File: config.mk
export PLATFORM = sky130hd
export DESIGN_NAME = cpf_check_digit_validator
export DESIGN_NICKNAME = d
export VERILOG_FILES = /design/src/hw/rtl/cpf_pkg.sv /design/src/hw/rtl/cpf_digit_stage.sv /design/src/hw/rtl/cpf_check_digit_validator.sv
export VERILOG_INCLUDE_DIRS = /design/src /design/src/hw/rtl
export SDC_FILE = /design/constraint.sdc
export NUM_CORES = 2
export LEC_CHECK = 0
export ABC_AREA = 1
export BUFFER_PORTS_ARGS = -buffer_cell sky130_fd_sc_hd__buf_2
export CAP_MARGIN = 0
export CORE_UTILIZATION = 60
export DETAILED_ROUTE_END_ITERATION = 10
export PLACE_DENSITY = 0.86
export SKIP_CTS_REPAIR_TIMING = 1
export SYNTH_ARGS = -nofsm -noshare
export SYNTH_HDL_FRONTEND = slang
export SYNTH_SLANG_ARGS = --single-unit
File: constraint.sdc
create_clock -name clk -period 11.8 [get_ports clk]
set_clock_uncertainty 0.2 [all_clocks]
set_input_delay 2.36 -clock clk [delete_from_list [all_inputs] [get_ports clk]]
set_output_delay 2.36 -clock clk [all_outputs]
set_load 0.05 [all_outputs]
File: src/hw/rtl/assert_macros.svh
// ---------------------------------------------------------------------------
// assertion macros
// shared concurrent assertion wrappers, empty when synthesizing
// ---------------------------------------------------------------------------
`ifndef ASSERT_MACROS_SVH
`define ASSERT_MACROS_SVH

`ifndef SYNTHESIS

`define ASSERT_IMPLIES(label, clk, rst, ante, cons, msg) \
  label: assert property (@(posedge clk) disable iff (rst) (ante) |-> (cons)) \
    else $error(msg);

`define ASSERT_NEXT(label, clk, rst, ante, cons, msg) \
  label: assert property (@(posedge clk) disable iff (rst) (ante) |=> (cons)) \
    else $error(msg);

`else

`define ASSERT_IMPLIES(label, clk, rst, ante, cons, msg)

`define ASSERT_NEXT(label, clk, rst, ante, cons, msg)

`endif

`endif

File: src/hw/rtl/cpf_pkg.sv
// ---------------------------------------------------------------------------
// cpf_pkg
// types, constants and mod-11 helpers for the cpf check digit pipeline
// ---------------------------------------------------------------------------
`default_nettype none

package cpf_pkg;

  localparam int unsigned ID_W     = 37;
  localparam int unsigned DIGIT_W  = 4;
  localparam int unsigned NUM_POS  = 10;

  localparam logic [ID_W-1:0]    SPAN   = 37'd100000000000;
  localparam logic [DIGIT_W-1:0] MOD11  = 4'd11;
  localparam logic [DIGIT_W-1:0] RADIX  = 4'd10;
  localparam logic [DIGIT_W-1:0] LOW_R  = 4'd2;

  typedef struct packed {
    logic [ID_W-1:0]    x;
    logic [DIGIT_W-1:0] r1;
    logic [DIGIT_W-1:0] r2;
    logic [DIGIT_W-1:0] d9;
  } stage_t;

  function automatic logic [ID_W-1:0] pow10(input int n);
    logic [ID_W-1:0] p;
    p = 37'd1;
    for (int i = 0; i < n; i++) begin
      p = 37'(p * 37'd10);
    end
    return p;
  endfunction

  // (d * w) mod 11 for d, w below 16 with product below 128
  function automatic logic [DIGIT_W-1:0] mul_mod11(input logic [DIGIT_W-1:0] d,
                                                   input logic [DIGIT_W-1:0] w);
    logic [6:0]  p;
    logic [14:0] t;
    logic [3:0]  q;
    logic [6:0]  m;
    p = 7'({3'b000, d} * {3'b000, w});
    t = 15'(p) * 15'd187;
    q = t[14:11];
    m = 7'(p - 7'(7'(q) * 7'(MOD11)));
    return m[DIGIT_W-1:0];
  endfunction

  function automatic logic [DIGIT_W-1:0] add_mod11(input logic [DIGIT_W-1:0] a,
                                                   input logic [DIGIT_W-1:0] b);
    logic [DIGIT_W:0] s;
    s = {1'b0, a} + {1'b0, b};
    if (s >= {1'b0, MOD11}) begin
      s = s - {1'b0, MOD11};
    end
    return s[DIGIT_W-1:0];
  endfunction

  function automatic logic [DIGIT_W-1:0] check_digit(input logic [DIGIT_W-1:0] r);
    return (r < LOW_R) ? 4'd0 : 4'(MOD11 - r);
  endfunction

endpackage

`default_nettype wire

File: src/hw/rtl/cpf_digit_stage.sv
// ---------------------------------------------------------------------------
// cpf_digit_stage
// one pipeline stage: peels one decimal digit and folds it into both sums
// ---------------------------------------------------------------------------
`default_nettype none

`include "assert_macros.svh"

module cpf_digit_stage
  import cpf_pkg::*;
#(
  parameter int unsigned POS = 0
) (
  input  wire logic   clk,
  input  wire logic   rst,
  input  wire logic   up_valid,
  output logic        up_ready,
  input  wire stage_t up_data,
  output logic        dn_valid,
  input  wire logic   dn_ready,
  output stage_t      dn_data
);

  localparam logic [ID_W-1:0]    PLACE = pow10(int'(NUM_POS) - int'(POS));
  localparam logic [DIGIT_W-1:0] W1    = (POS < NUM_POS - 1) ? 4'(RADIX - 4'(POS)) : 4'd0;
  localparam logic [DIGIT_W-1:0] W2    = 4'(MOD11 - 4'(POS));

  logic [8:0]         ge;
  logic [DIGIT_W-1:0] digit;
  stage_t             dn_data_next;

  always_comb begin
    for (int k = 1; k < 10; k++) begin
      ge[k-1] = (up_data.x >= 37'(PLACE * 37'(k)));
    end
    digit = 4'($countones(ge));
    dn_data_next.x  = 37'(up_data.x - 37'(PLACE * 37'(digit)));
    dn_data_next.r1 = add_mod11(up_data.r1, mul_mod11(digit, W1));
    dn_data_next.r2 = add_mod11(up_data.r2, mul_mod11(digit, W2));
    dn_data_next.d9 = (POS == NUM_POS - 1) ? digit : up_data.d9;
  end

  assign up_ready = !dn_valid || dn_ready;

  always_ff @(posedge clk) begin
    if (rst) begin
      dn_valid <= 1'b0;
    end else if (up_ready) begin
      dn_valid <= up_valid;
    end
    if (up_valid && up_ready) begin
      dn_data <= dn_data_next;
    end
  end

  `ASSERT_IMPLIES(a_rest_below_place, clk, rst, dn_valid, dn_data.x < PLACE,
                  "remainder not below digit place")
  `ASSERT_IMPLIES(a_r1_reduced, clk, rst, dn_valid, dn_data.r1 < MOD11,
                  "first sum residue out of range")
  `ASSERT_IMPLIES(a_r2_reduced, clk, rst, dn_valid, dn_data.r2 < MOD11,
                  "second sum residue out of range")

endmodule

`default_nettype wire

File: src/hw/rtl/cpf_check_digit_validator.sv
// ---------------------------------------------------------------------------
// cpf_check_digit_validator
// mod-11 check digit validation of an eleven-digit identity number
// ---------------------------------------------------------------------------
// Takes one number per cycle on the slave stream, unless the master side stalls,
// and returns one result per number on the master stream, in order. The path
// is an input register that reduces the value below 10^11, ten digit stages
// that each take off one decimal digit (most significant first) and fold it
// into the running mod-11 residues of both weighted sums, and a result
// register that forms the two check digits and compares them. Sustained rate
// is one number per cycle; stages with no data collapse, so a stalled master
// side fills the pipeline before the slave side stalls.
`default_nettype none

`include "assert_macros.svh"

module cpf_check_digit_validator
  import cpf_pkg::*;
(
  input  wire logic        clk,
  input  wire logic        rst,
  input  wire logic        s_tvalid,
  output logic             s_tready,
  input  wire logic [39:0] s_tdata,   // id_number[36:0]
  output logic             m_tvalid,
  input  wire logic        m_tready,
  output logic [7:0]       m_tdata    // first_check_ok, second_check_ok, valid_res
);

  logic [NUM_POS:0]   valid;
  logic [NUM_POS:0]   ready;
  stage_t [NUM_POS:0] data;
  logic               in_valid;
  stage_t             in_data;
  logic [ID_W-1:0]    id_in;
  logic [ID_W-1:0]    id_reduced;
  logic               ok1;
  logic               ok2;

  assign id_in      = s_tdata[ID_W-1:0];
  assign id_reduced = (id_in >= SPAN) ? 37'(id_in - SPAN) : id_in;
  assign s_tready   = !in_valid || ready[0];

  always_ff @(posedge clk) begin
    if (rst) begin
      in_valid <= 1'b0;
    end else if (s_tready) begin
      in_valid <= s_tvalid;
    end
    if (s_tvalid && s_tready) begin
      in_data.x  <= id_reduced;
      in_data.r1 <= '0;
      in_data.r2 <= '0;
      in_data.d9 <= '0;
    end
  end

  assign valid[0] = in_valid;
  assign data[0]  = in_data;

  for (genvar i = 0; i < NUM_POS; i++) begin : g_stage
    cpf_digit_stage #(
      .POS (i)
    ) u_stage (
      .clk      (clk),
      .rst      (rst),
      .up_valid (valid[i]),
      .up_ready (ready[i]),
      .up_data  (data[i]),
      .dn_valid (valid[i+1]),
      .dn_ready (ready[i+1]),
      .dn_data  (data[i+1])
    );
  end

  assign ready[NUM_POS] = !m_tvalid || m_tready;
  assign ok1 = (data[NUM_POS].d9 == check_digit(data[NUM_POS].r1));
  assign ok2 = (data[NUM_POS].x[DIGIT_W-1:0] == check_digit(data[NUM_POS].r2));

  always_ff @(posedge clk) begin
    if (rst) begin
      m_tvalid <= 1'b0;
    end else if (ready[NUM_POS]) begin
      m_tvalid <= valid[NUM_POS];
    end
    if (valid[NUM_POS] && ready[NUM_POS]) begin
      m_tdata <= {5'b00000, ok1 && ok2, ok2, ok1};
    end
  end

  `ASSERT_IMPLIES(a_empty_output_accepts, clk, rst, !m_tvalid, s_tready,
                  "input stalled with output register empty")
  `ASSERT_IMPLIES(a_valid_is_and, clk, rst, m_tvalid,
                  m_tdata[2] == (m_tdata[0] && m_tdata[1]),
                  "overall flag disagrees with check flags")
  `ASSERT_IMPLIES(a_input_reduced, clk, rst, in_valid, in_data.x < SPAN,
                  "input value not reduced below eleven digits")
  `ASSERT_IMPLIES(a_last_digit, clk, rst, valid[NUM_POS],
                  data[NUM_POS].x < 37'(RADIX),
                  "last remainder is not a single digit")

endmodule

`default_nettype wire

* Yosys cells after proc, flatten, opt, wreduce, memory -nomap -nowiden
Cells that the tools add are included.
** Word-level totals
- Bits in registers :: 473
- Logic and storage cells :: 430
** Cells by class
- Add/subtract/negate cells :: 149
- Multipliers :: 61
- $lt $le $gt $ge :: 113
- Equality and inequality tests :: 2
- Muxes and demuxes :: 23
- Reductions and logical operators :: 37
** Operators with widths (number)
- 37-bit by 10-bit greater-or-equal comparator with 1-bit output (second input constant) :: 5
- 37-bit by 20-bit greater-or-equal comparator with 1-bit output (second input constant) :: 5
- 37-bit by 30-bit greater-or-equal comparator with 1-bit output (second input constant) :: 5
- 37-bit by 13-bit greater-or-equal comparator with 1-bit output (second input constant) :: 4
- 37-bit by 17-bit greater-or-equal comparator with 1-bit output (second input constant) :: 4
- 37-bit by 23-bit greater-or-equal comparator with 1-bit output (second input constant) :: 4
- 37-bit by 27-bit greater-or-equal comparator with 1-bit output (second input constant) :: 4
- 37-bit by 33-bit greater-or-equal comparator with 1-bit output (second input constant) :: 4
- 37-bit greater-or-equal comparator (second input constant) :: 4
- 37-bit by 7-bit greater-or-equal comparator with 1-bit output (second input constant) :: 4
- 4-bit adder :: 30
- 37-bit by 16-bit greater-or-equal comparator with 1-bit output (second input constant) :: 3
- 37-bit by 19-bit greater-or-equal comparator with 1-bit output (second input constant) :: 3
- 37-bit by 26-bit greater-or-equal comparator with 1-bit output (second input constant) :: 3
- 37-bit by 29-bit greater-or-equal comparator with 1-bit output (second input constant) :: 3
- 37-bit by 36-bit greater-or-equal comparator with 1-bit output (second input constant) :: 3
- 37-bit by 6-bit greater-or-equal comparator with 1-bit output (second input constant) :: 3
- 37-bit by 9-bit greater-or-equal comparator with 1-bit output (second input constant) :: 3
- 7-bit by 8-bit multiplier with 15-bit output (second input constant) :: 7
- 4-bit 2-to-1 mux :: 22
- 4-bit by 4-bit adder with 5-bit output :: 17
- 5-bit by 4-bit greater-or-equal comparator with 1-bit output (second input constant) :: 17
- 6-bit by 8-bit multiplier with 14-bit output (second input constant) :: 6
- 1-bit by 1-bit adder with 2-bit output :: 40
- 55 further kinds :: 182

* Depth between registers and ports, before layout
- Depth in word-level cells :: 14
- Gate-level depth with buffers :: 61
- Depth with buffers taken out :: 61

* By module
From an unflattened synthesis, not the netlist that was laid out.
** Unflattened totals
- Cells, all modules :: 8754
- Area total of the unflattened synthesis :: 68854.8 um^2
** Modules (own cells, without submodules)
- cpf_digit_stage at g_stage[1].u_stage :: times used 1, cells each 1171, area an instance 8598.2 um^2
- cpf_digit_stage at g_stage[4].u_stage :: times used 1, cells each 1011, area an instance 7729.9 um^2
- cpf_digit_stage at g_stage[3].u_stage :: times used 1, cells each 929, area an instance 7080.5 um^2
- cpf_digit_stage at g_stage[5].u_stage :: times used 1, cells each 887, area an instance 7078.0 um^2
- cpf_digit_stage at g_stage[2].u_stage :: times used 1, cells each 882, area an instance 6912.9 um^2
- cpf_digit_stage at g_stage[0].u_stage :: times used 1, cells each 869, area an instance 6698.9 um^2
- cpf_digit_stage at g_stage[6].u_stage :: times used 1, cells each 768, area an instance 6293.5 um^2
- cpf_digit_stage at g_stage[7].u_stage :: times used 1, cells each 682, area an instance 5761.8 um^2
- cpf_digit_stage at g_stage[8].u_stage :: times used 1, cells each 676, area an instance 5587.9 um^2
- cpf_digit_stage at g_stage[9].u_stage :: times used 1, cells each 414, area an instance 3836.2 um^2
- cpf_check_digit_validator :: times used 1, cells each 465, area an instance 3276.9 um^2

* Least setup slack after synthesis
OpenSTA, ideal clock, no wires.
- Kind :: register to register
- Start :: reg g_stage[2].u_stage.dn_data[47] in the netlist's numbering
- End :: reg g_stage[3].u_stage.dn_data[9] in the netlist's numbering (data pin)
- Arrival time :: 11.154 ns
- Data required time :: 11.340 ns
- Path slack :: 0.186 ns
- Cell stages (with the launch flop) :: 47
- Buffers on the path :: 0
- Period minus slack after synthesis :: 11.614 ns
- Cell sequence :: edfxtp_1 -> nor4_2 -> nand2_1 -> nor3_2 -> nand3_1 -> a211oi_1 -> o21ai_1 -> ha_1 -> fa_1 -> fa_1 -> ha_1 -> fa_1 -> clkinv_1 -> fa_1 -> inv_1 -> fa_1 -> xor2_1 -> inv_1 -> [... 11 more ...] -> nand3_1 -> nand2_1 -> ha_1 -> inv_1 -> fa_1 -> inv_1 -> ha_1 -> nand2_1 -> nor2_1 -> a211oi_1 -> nand3b_1 -> nand2_1 -> nand3_1 -> nand2_1 -> ha_1 -> xnor2_1 -> o21ai_0 -> mux2_2
** RTL lines
- from (decl) :: line cpf_digit_stage.sv:21 : output stage_t dn_data
- from (signal assigned) :: line cpf_digit_stage.sv:52 : dn_data <= dn_data_next;
- to (signal assigned) :: line cpf_digit_stage.sv:52
- to (decl) :: line cpf_digit_stage.sv:21

==> summary.txt <==
Setup path
  • Worst Setup End Kind: register
  • WP data required: 11970 ps
  • CP most frequent cell: fa_1
  • CP startpoint kind: register
  • Reg2reg path depth: 48
  • Slowest CP cell: fa_1
  • Max incr delay on CP: 510 ps
  • Critical Path AT: 11640 ps
  • Reg2reg start: g_stage[2].u_stage.dn_data[44]$_DFFE_PP_
  • WS Path Type: reg -> reg
  • R2r endpoint: g_stage[3].u_stage.dn_data[10]$_DFFE_PP_
  • Cell family with most CP delay: adder cells
  • CP Buf/Inv Count: 10
  • Crit path max fanout: 4
  • R2r setup slk: 330 ps

Clock tree
  • Num Clock Sinks: 473
  • CTS tree: yes
  • Clock Path Buffers: 3
  • CTS buffer count: 54
  • H-tree levels: 2
  • Clock-pin slew on the worst setup and hold paths: 70 ps
  • Clk_lat worst skew: 650 ps
  • Root Driver: clkbuf_16

Yosys
  • Post-synth top cells: inv_1 (1473), nand2_1 (1360), ha_1 (978)
  • Cell with the most instances after synthesis: inv_1
  • EDFF count, synth: 461
  • Gate Count Post-Synth: 7685
  • Post-synth ARST share: 0%
  • Cell taking the most area after synthesis: edfxtp_1
  • Dominant synthesized flop cell: edfxtp_1
  • Synth top area share: 22.3%
  • Yosys reg bits: 473
  • Post-synth cell types: 75
  • Post-synthesis sequential area ratio: 22.7%
  • Area contributors post-synth: edfxtp_1 (22%), ha_1 (20%), fa_1 (11%)
  • Syn Area/Cell: 8.06 um2
  • Syn. warnings: 0
  • Synth Cell Area: 62000 um2

Hold path
  • Hold EP: g_stage[4].u_stage.dn_data[16]$_DFFE_PP_
  • Hold Startpoint: g_stage[3].u_stage.dn_data[16]$_DFFE_PP_
  • HP Class: reg -> reg
  • Hold Crit Depth: 0

STA
  • Slew Viols, Final: 0
  • Worst Tran Pin Value: 1070 ps
  • Fmax: 87.2 MHz
  • Worst hold slack: 204 ps
  • Relative slew slack: 28.5%
  • Period utilization: 97.2%
  • Final hold violation count: 0
  • Final min period: 11470 ps
  • Final setup viols: 0
  • Sum Neg Setup Slack: 0 ps

Floorplanning
  • Core Region: 102000 um2
  • Initial core utilization: 60.7%
  • Die width: 323 um
  • Die Y-Extent: 323 um
  • FP Rows: 117
  • Full die area: 105000 um2
  • # IOs: 54

Routing
  • Routed WL: 153000 um
  • Antenna Nets Post-Route: 0
  • Drt wl/cell: 16.4 um
  • Vias per std cell: 5.67
  • Vias after detailed routing: 52900
  • Number of remaining DRC errors: 1
  • Pre-antenna DRT Iters: 11
  • Initial DRC Count: 3776

GRT
  • Initial antenna violation count: 2
  • GRT overflow: 0
  • Largest net degree at the start of global routing: 46
  • First-pass GRT wire length: 248000 um
  • Vias in the first global route: 52500
  • Total GRT Usage: 28.7%

Cells and area
  • Share of cells above drive strength 1: 6.69%
  • N_diodes: 0
  • Area Growth Syn to Fin: 8.76%
  • Nets: 9284
  • Finished Layout Cells: 9325

Flow run
  • Maximum Capacitance Violations: 0

Placed design
  • HPWL Detailed: 126000 um
  • Placed insts: 9188
  • GPL Wtd Cong: 0.978
  • PortBufs: 45

Outcome
  • Failing checks: DRC
  • Status: finished with violations
==> layout by cell type (no fill, tap or decap), drive strengths merged, types with 32 or more instances in the layout <==
| cell type | n |
|---|---|
| o211ai | 32 |
| nand3 | 360 |
| a31oi | 45 |
| inv | 1478 |
| nand2 | 1379 |
| a21oi | 437 |
| o21ai | 346 |
| or2 | 37 |
| buf | 189 |
| nor4 | 46 |
| xor2 | 325 |
| nor2 | 642 |
| nand3b | 33 |
| nand4 | 136 |
| a21o | 41 |
| nor3 | 128 |
| fa | 351 |
| clkbuf | 67 |
| ha | 978 |
| edfxtp | 461 |
| xnor2 | 203 |
==> cell families after synthesis <==
group	after synthesis	synth area share, %
XOR/XNOR	529	7.53
multiplexers	2	0.0363
adder cells (fa/ha/maj)	1329	31.1
AND/OR/NAND/NOR	2783	19.4
AO/OA/AOI/OAI	1069	10.1
flip-flops	473	22.7
other	1	0.00605
buffers and inverters	1499	9.14
==> area by class of cell <==
type,instances,area [um2]
Inverter,1475,5540
Multi-Input combinational cell,5718,42900
Tap cell,1368,1710
Clock inverter,35,473
Clock buffer,67,1430
Fill cell,8024,34600
Timing Repair Buffer,189,1310
Sequential cell,473,14100
==> per-stage QoR <==
| step | area, um2 | util, % | worst slack (ps) |
|---|---|---|---|
| after floorplan | 62000 | - | 186 |
| after global placement | 64700 | 63.4 | 80.2 |
| after detailed placement | 64700 | 63.4 | -226 |
| after CTS | 66600 | 65.2 | -211 |
| after global routing | 67400 | 66.1 | -140 |
| final | 67400 | 66.1 | 329 |
==> flip-flops by register name, indices dropped and copies added (netlist names) <==
register / flops
m_tdata: 3
in_valid: 1
g_stage.u_stage.dn_valid: 10
m_tvalid: 1
g_stage.u_stage.dn_data: 421
data: 37
==> layer usage <==
metal / up-vias / part of all wire, % / GRT usage, %
met3: 339 / 5.9 / 3.27
met5: - / 0.0079 / 0
met1: 25000 / 41 / 35.8
met4: 2 / 3.7 / 10.8
met2: 1657 / 49 / 50.8
li1: 25800 / - / -
==> worst max path at each step <==
stage	cells past startpoint	slack, ps	start	to
5_1_grt	54	-140	g_stage[3].u_stage.dn_data[38]$_DFFE_PP_	g_stage[4].u_stage.dn_data[7]$_DFFE_PP_
2_1_floorplan	46	190	g_stage[2].u_stage.dn_data[47]$_DFFE_PP_	g_stage[3].u_stage.dn_data[9]$_DFFE_PP_
3_5_place_dp	44	-230	g_stage[4].u_stage.dn_data[44]$_DFFE_PP_	g_stage[5].u_stage.dn_data[10]$_DFFE_PP_
3_3_place_gp	41	80	g_stage[2].u_stage.dn_data[47]$_DFFE_PP_	g_stage[3].u_stage.dn_data[9]$_DFFE_PP_
4_1_cts	44	-210	g_stage[4].u_stage.dn_data[44]$_DFFE_PP_	g_stage[5].u_stage.dn_data[10]$_DFFE_PP_
6_report	48	330	g_stage[2].u_stage.dn_data[44]$_DFFE_PP_	g_stage[3].u_stage.dn_data[10]$_DFFE_PP_
Power is left out: the tool's default activity adds up to more than one toggle a clock period on the data nets, which glitch-free logic cannot reach.
